## src/sv/apq_pkg.sv

```systemverilog
// apq_pkg: shared types and constants of the array priority queue
// opcodes, status codes, controller states and the control/status structs
// used by apq_ctrl, apq_dp and array_priority_queue
package apq_pkg;

  localparam int unsigned VAL_W  = 32;
  localparam int unsigned PRI_W  = 8;
  localparam int unsigned FILL_W = 8;
  localparam int unsigned OP_W   = 2;
  localparam int unsigned ST_W   = 2;

  localparam logic [OP_W-1:0] OP_ENQ  = 2'd0;
  localparam logic [OP_W-1:0] OP_DEQ  = 2'd1;
  localparam logic [OP_W-1:0] OP_PEEK = 2'd2;
  localparam logic [OP_W-1:0] OP_NOP  = 2'd3;

  localparam logic [ST_W-1:0] ST_OK    = 2'd0;
  localparam logic [ST_W-1:0] ST_FULL  = 2'd1;
  localparam logic [ST_W-1:0] ST_EMPTY = 2'd2;

  typedef enum logic [2:0] {
    S_IDLE,
    S_EXEC,
    S_SCAN,
    S_SCAN_END,
    S_SHIFT_INIT,
    S_SHIFT,
    S_SHIFT_END,
    S_FINISH
  } state_e;

  typedef enum logic [1:0] {
    RES_OK,
    RES_FULL,
    RES_EMPTY,
    RES_BEST
  } res_sel_e;

  typedef struct packed {
    logic     latch_in;
    logic     enq_wr;
    logic     idx_clr;
    logic     scan_rd;
    logic     shift_init;
    logic     shift_rd;
    logic     cnt_dec;
    logic     out_load;
    res_sel_e res_sel;
  } cmd_t;

  typedef struct packed {
    logic [OP_W-1:0] op;
    logic            cnt_zero;
    logic            cnt_full;
    logic            idx_last;
    logic            shift_none;
  } stat_t;

endpackage

```

## src/sv/apq_ctrl.sv

```systemverilog
// apq_ctrl: sequencer of the array priority queue
// depends on apq_pkg; drives apq_dp through cmd_t and reads stat_t
module apq_ctrl (
  input  logic           clk_i,
  input  logic           rst_ni,
  input  logic           in_valid_i,
  output logic           in_stall_o,
  output logic           out_valid_o,
  input  logic           out_stall_i,
  input  apq_pkg::stat_t stat_i,
  output apq_pkg::cmd_t  cmd_o
);
  import apq_pkg::*;

  state_e   state_q, state_d;
  res_sel_e res_q, res_d;
  logic     out_valid_q, out_valid_d;
  logic     slot_free;

  assign slot_free = !out_valid_q || !out_stall_i;

  always_ff @(posedge clk_i or negedge rst_ni) begin
    if (!rst_ni) begin
      state_q     <= S_IDLE;
      res_q       <= RES_OK;
      out_valid_q <= 1'b0;
    end else begin
      state_q     <= state_d;
      res_q       <= res_d;
      out_valid_q <= out_valid_d;
    end
  end

  // next state
  always_comb begin
    state_d = state_q;
    res_d   = res_q;
    unique case (state_q)
      S_IDLE: begin
        if (in_valid_i) state_d = S_EXEC;
      end
      S_EXEC: begin
        unique case (stat_i.op)
          OP_ENQ: begin
            res_d   = stat_i.cnt_full ? RES_FULL : RES_OK;
            state_d = S_FINISH;
          end
          OP_DEQ, OP_PEEK: begin
            if (stat_i.cnt_zero) begin
              res_d   = RES_EMPTY;
              state_d = S_FINISH;
            end else begin
              state_d = S_SCAN;
            end
          end
          default: begin
            res_d   = RES_OK;
            state_d = S_FINISH;
          end
        endcase
      end
      S_SCAN: begin
        if (stat_i.idx_last) state_d = S_SCAN_END;
      end
      S_SCAN_END: begin
        res_d = RES_BEST;
        state_d = (stat_i.op == OP_PEEK) ? S_FINISH : S_SHIFT_INIT;
      end
      S_SHIFT_INIT: begin
        state_d = stat_i.shift_none ? S_FINISH : S_SHIFT;
      end
      S_SHIFT: begin
        if (stat_i.idx_last) state_d = S_SHIFT_END;
      end
      S_SHIFT_END: begin
        state_d = S_FINISH;
      end
      S_FINISH: begin
        if (slot_free) state_d = S_IDLE;
      end
      default: begin
        state_d = S_IDLE;
      end
    endcase
  end

  // command outputs
  always_comb begin
    cmd_o         = '0;
    cmd_o.res_sel = res_q;
    out_valid_d   = out_valid_q && out_stall_i;
    unique case (state_q)
      S_IDLE: begin
        cmd_o.latch_in = in_valid_i;
      end
      S_EXEC: begin
        cmd_o.enq_wr  = (stat_i.op == OP_ENQ) && !stat_i.cnt_full;
        cmd_o.idx_clr = (stat_i.op == OP_DEQ || stat_i.op == OP_PEEK) && !stat_i.cnt_zero;
      end
      S_SCAN: begin
        cmd_o.scan_rd = 1'b1;
      end
      S_SHIFT_INIT: begin
        cmd_o.shift_init = 1'b1;
        cmd_o.cnt_dec    = stat_i.shift_none;
      end
      S_SHIFT: begin
        cmd_o.shift_rd = 1'b1;
      end
      S_SHIFT_END: begin
        cmd_o.cnt_dec = 1'b1;
      end
      S_FINISH: begin
        cmd_o.out_load = slot_free;
        if (slot_free) out_valid_d = 1'b1;
      end
      default: begin
        cmd_o.res_sel = res_q;
      end
    endcase
  end

  assign in_stall_o  = (state_q != S_IDLE);
  assign out_valid_o = out_valid_q;

endmodule

```

## config.mk

```make
export PLATFORM = sky130hd
export DESIGN_NAME = apq_ctrl
export DESIGN_NICKNAME = d
export VERILOG_FILES = /design/src/sv/apq_pkg.sv /design/src/sv/apq_ctrl.sv
export SDC_FILE = /design/constraint.sdc
export NUM_CORES = 1
export LEC_CHECK = 0
export ABC_AREA = 0
export BUFFER_PORTS_ARGS = -buffer_cell sky130_fd_sc_hd__buf_2
export CELL_PAD_IN_SITES_DETAIL_PLACEMENT = 0
export CELL_PAD_IN_SITES_GLOBAL_PLACEMENT = 2
export CORE_MARGIN = 3
export CORE_UTILIZATION = 23
export CTS_CLUSTER_DIAMETER = 50
export DETAILED_ROUTE_END_ITERATION = 6
export GPL_TIMING_DRIVEN = 1
export PLACE_DENSITY_LB_ADDON = 0.1
export SYNTH_ARGS = -nofsm -noshare
export SYNTH_HDL_FRONTEND = slang
export SYNTH_SLANG_ARGS = --single-unit
```

## constraint.sdc

```tcl
create_clock -name clk_i -period 1.38 [get_ports clk_i]
set_input_delay 0.414 -clock clk_i [delete_from_list [all_inputs] [get_ports clk_i]]
set_output_delay 0.414 -clock clk_i [all_outputs]
set_load 0.01 [all_outputs]
```

=== Word level (Yosys, flattened, before mapping) ===
Index checks and enable logic that the tools add are counted.

* Flip-flop bits (word level): 6
* Latch bits: 0
* Memory bits (writable): 0
* Bits in read-only memories: 0
* Input port bits: 10
* Memories kept: 0

* $add $sub $neg: 0
* Multiply operators: 0
* Divide/modulo/power cells: 0
* Order comparisons: 0
* Equal/unequal tests: 14
* Shift-type cells: 0
* Multiplexer cells: 22
* Bitwise logic cells: 0
* Reduce and logical (&&, ||, !) cells: 16

{| class="wikitable"
|+ Operators with widths
! operator !! number
|-
| $pmux 3 s8 || 1
|-
| $mux 3 || 6
|-
| $eq 3x3->1 const B || 4
|-
| $mux 1 || 8
|-
| $mux 2 || 4
|-
| $ne 2x2->1 const B || 4
|-
| $pmux 2 s2 || 2
|-
| $eq 3x2->1 const B || 2
|-
| $logic_not 1->1 || 4
|-
| $reduce_and 4->1 || 1
|-
| $eq 3x1->1 const B || 1
|-
| $logic_and 1x1->1 || 3
|-
| $logic_not 3->1 || 1
|-
| $ne 3x3->1 const B || 1
|-
| $reduce_bool 3->1 || 1
|-
| $eq 2x1->1 const B || 1
|-
| $eq 2x2->1 const B || 1
|-
| $logic_not 2->1 || 1
|-
| $logic_or 1x1->1 || 2
|-
| $pmux 1 s2 || 1
|-
| $reduce_and 2->1 || 1
|-
| $reduce_bool 2->1 || 1
|-
| $reduce_or 2->1 || 1
|}

=== Longest topological paths before layout ===
* Depth in word-level cells: 4
* Gate-level depth with buffers: 5
* Gate-level depth less buffers: 5

=== Worst setup path before layout ===
No wires, ideal clock.

* Path type: reg-to-output
* From: register state_q[1]
* To: output cmd_o[8] (netlist name)
* Arrival time: 1,026 ps
* Required time: 966 ps
* Slack: -60 ps
* Cell stages (with the launch flop): 5
* Cells stage by stage: dfrtp_1 buf_2 inv_4 nand3_1 nor3b_1

{| class="wikitable"
|+ RTL lines
! item !! line !! RTL
|-
| from (decl) || apq_ctrl.sv:15 || <nowiki>state_e state_q, state_d;</nowiki>
|-
| from (signal assigned) || apq_ctrl.sv:28 || <nowiki>state_q <= state_d;</nowiki>
|-
| to (decl) || apq_ctrl.sv:11 || <nowiki>output apq_pkg::cmd_t cmd_o</nowiki>
|}

==> metrics <==
status=finished, violations left; violated checks=setup timing; H-tree depth=1; syn_nets=66; clk_lat worst skew=~240 ps; crit path DAT=~1300 ps; post-synthesis compound-gate area fraction=0.2369; worst-path cell chain=or3_4, nor2_1, buf_2; drt via density=~4.3; Simple-Gate Fraction of Synth Area=0.2424; DR iter-0 viols=1; Min-Delay Path Class=input port to register; post-route insts no fill=about 130; Final WS setup=-305.7 ps; Tcrit/Tclk final=1.222; Die Width=between 50 and 60 um; Startpoint Class=register; final net count=around 110; xor/xnor share of the synthesized area=0; Tmin final=around 1700 ps; post-DP HPWL=1079 um; DRT antenna net count=0; max frequency=between 500 and 600 MHz; clk sink count=6; initial antenna violation count=0; clk root buf=clkbuf_4; std cell rows=15; synth-to-layout area growth=100.8%; Yosys cell types=24; All-Layer GR Usage=0.1258; register bit total from synthesis=6; RSZ-0062 raised after global routing=true; vias in the first global route=roughly 530; CP peak stage delay=410 ps; Num CTS Buffers=3; largest family of logic cells by synthesized area=simple AND/OR/NAND/NOR gates; Setup crit end kind=output port; Die Y=roughly 50 um; met3 usage=0.01780; CP top delay family=simple AND/OR/NAND/NOR gates; final-report hold violation count=0; input/output buffers=21; CTS tree=yes; Worst EP required=between 900 and 1000 ps; GR Layer Usage met2=0.1804; post-synth top area share=0.3306; share of layout cells above drive strength 1=0.6500; Initial Utilization=0.2521; Worst-Margin Slew=~170 ps; Place WS=-149.0 ps; Core ar.=1802 sq um; area of the mapped netlist=approximately 450 sq um; Slowest-stage cell, CP=dfrtp_1; Power Density=2235 nW/um^2; GR Overflow Total=0; Total Routed Length=between 1000 and 1500 um; adder-cell share of the synthesized area=0.05510; Synth area leaders=dfrtp_1 33%, o22a_1 5.8%, ha_1 5.5%; worst vdd ir=~0.00086 V; total number of vias=between 500 and 600; maximum fanout along the worst path=3; post-synthesis area per instance=8.411 sq um; post-synthesis sequential area ratio=0.3306; detailed-route DRC error count=0; Post-Synthesis Cells=54; worst clock skew=between 7 and 8 ps; Ports=22; type of the worst setup path=register to output port; largest net degree at the start of global routing=9; drt pass-1 iters=2; placed cell count=110; first-pass GRT wire length=2387 um; Synth area leader=dfrtp_1; CP bufs+invs=1; M1 GR Usage=0.1739; Max Slew Vio Count=0; die area=approximately 2500 sq um; slew margin rel.=0.8886; Reg clk slew, reported paths=50 ps; leakage=0.4365 nW; Yosys warnings=0; Ant. Diodes=0; WL per Instance=11.70 um; max_cap viols=0; Final setup viols=9; routability cong.=approximately 0.73; gr busiest metal=met2; mux cell area share after synthesis=0; CTS Buffer Depth=2
-- repair_timing --
action,in CTS,in global routing
setup endpoints to repair,9,11
buffers inserted,9,3
pin swaps,4,3
cloned,0,0
resized for setup,15,8
hold endpoints to repair,6,0
hold buffers,1,0
-- report_power, final --
group          switching (mW)  internal, mW
clock network          0.0612        0.0982
registers               0.111         0.273
logic                   0.631         0.863
total                   0.804          1.23
-- synthesized netlist by cell type --
cell type and number:
nand2b_1 1, o21ai_1 1, a31oi_1 3, a21oi_1 4, or3_4 1, dfrtp_1 6
o211ai_1 1, nand3_1 2, inv_6 1, a2bb2oi_1 1, inv_4 1, buf_6 2
o22a_1 3, ha_1 2, buf_2 1, nor3_1 5, nor2b_1 2, nand2_1 5
inv_2 1, nor2_1 3, o32a_1 1, o2111a_1 1, inv_1 4, nor3b_1 2
-- final cells by class --
type / instances / area (sq um)
clock buffer: 3 / 22.52
fill: 184 / 889.6
inverter: 7 / 43.79
multi-input combinational: 38 / 315.3
sequential: 6 / 152.6
tap: 25 / 31.28
timing repair buffer: 46 / 346.6
-- flip-flops by register name, summed over array words and instances (netlist names) --
register and flops:
out_valid_o 1, state_q 3, res_q 2
-- worst register-to-register path: cells and delay by family, from the launching register on --
kind                   cells  cell delay (ps)
AOI/OAI and AO/OA          2              380
buffers and inverters      4              460
DFF                        1              450
-- final timing paths --
path,end,slack (ps),from,cells after the start
worst max-delay path,cmd_o[9],-310,state_q[0],3
worst min-delay path,out_valid_o,430,out_stall_i,3
worst max register to register,state_q[0],0,state_q[1],6
worst min register to register,res_q[1],560,res_q[1],1
max in group asynchronous,state_q[1],710,rst_ni,2
min in group asynchronous,state_q[0],510,rst_ni,2
-- cells by family (layout without fill, tap and decap cells) --
family | Yosys count | count (layout)
flip-flops | 6 | 6
AND/OR/NAND/NOR | 21 | 21
AO/OA/AOI/OAI | 15 | 15
adder cells (fa/ha/maj) | 2 | 2
buffers and inverters | 10 | 56
-- metrics by stage --
| stage | hold WS [ps] | power, mW | area [sq um] | setup TNS [ps] | utilization |
|---|---|---|---|---|---|
| 2_1_floorplan | 118.4 | 0.9064 | 474.2 | 0 | - |
| 3_3_place_gp | 240.2 | 1.390 | 693.2 | -596.3 | 0.3847 |
| 3_5_place_dp | 241.2 | 1.382 | 693.2 | -613.1 | 0.3847 |
| 4_1_cts | 419.5 | 1.903 | 855.8 | -2263 | 0.4750 |
| 5_1_grt | 442.3 | 2.206 | 912.1 | -2864 | 0.5063 |
| 6_report | 431.9 | 2.039 | 912.1 | -2232 | 0.5063 |
-- layout by cell type, fill, tap and decap left out, types with 2 or more instances in the layout --
| cell type | Yosys | layout |
|---|---|---|
| buf_2 | 1 | 21 |
| buf_4 | 0 | 15 |
| buf_6 | 2 | 7 |
| nand2_1 | 5 | 5 |
| inv_1 | 4 | 4 |
| dfrtp_1 | 6 | 4 |
| nor3_2 | 0 | 3 |
| o22a_1 | 3 | 3 |
| a31oi_1 | 3 | 3 |
| a21oi_1 | 4 | 3 |
| clkbuf_4 | 0 | 3 |
| buf_12 | 0 | 2 |
| dfrtp_2 | 0 | 2 |
-- per-layer routing --
metal  share of wire  wire (um)  vias up
li1                -          -      290
met1            0.50        730      235
met2            0.46        677       15
met3           0.038         56        0
met4               0          0        0
met5               0          0        -
(Power assumes the default switching activity.)
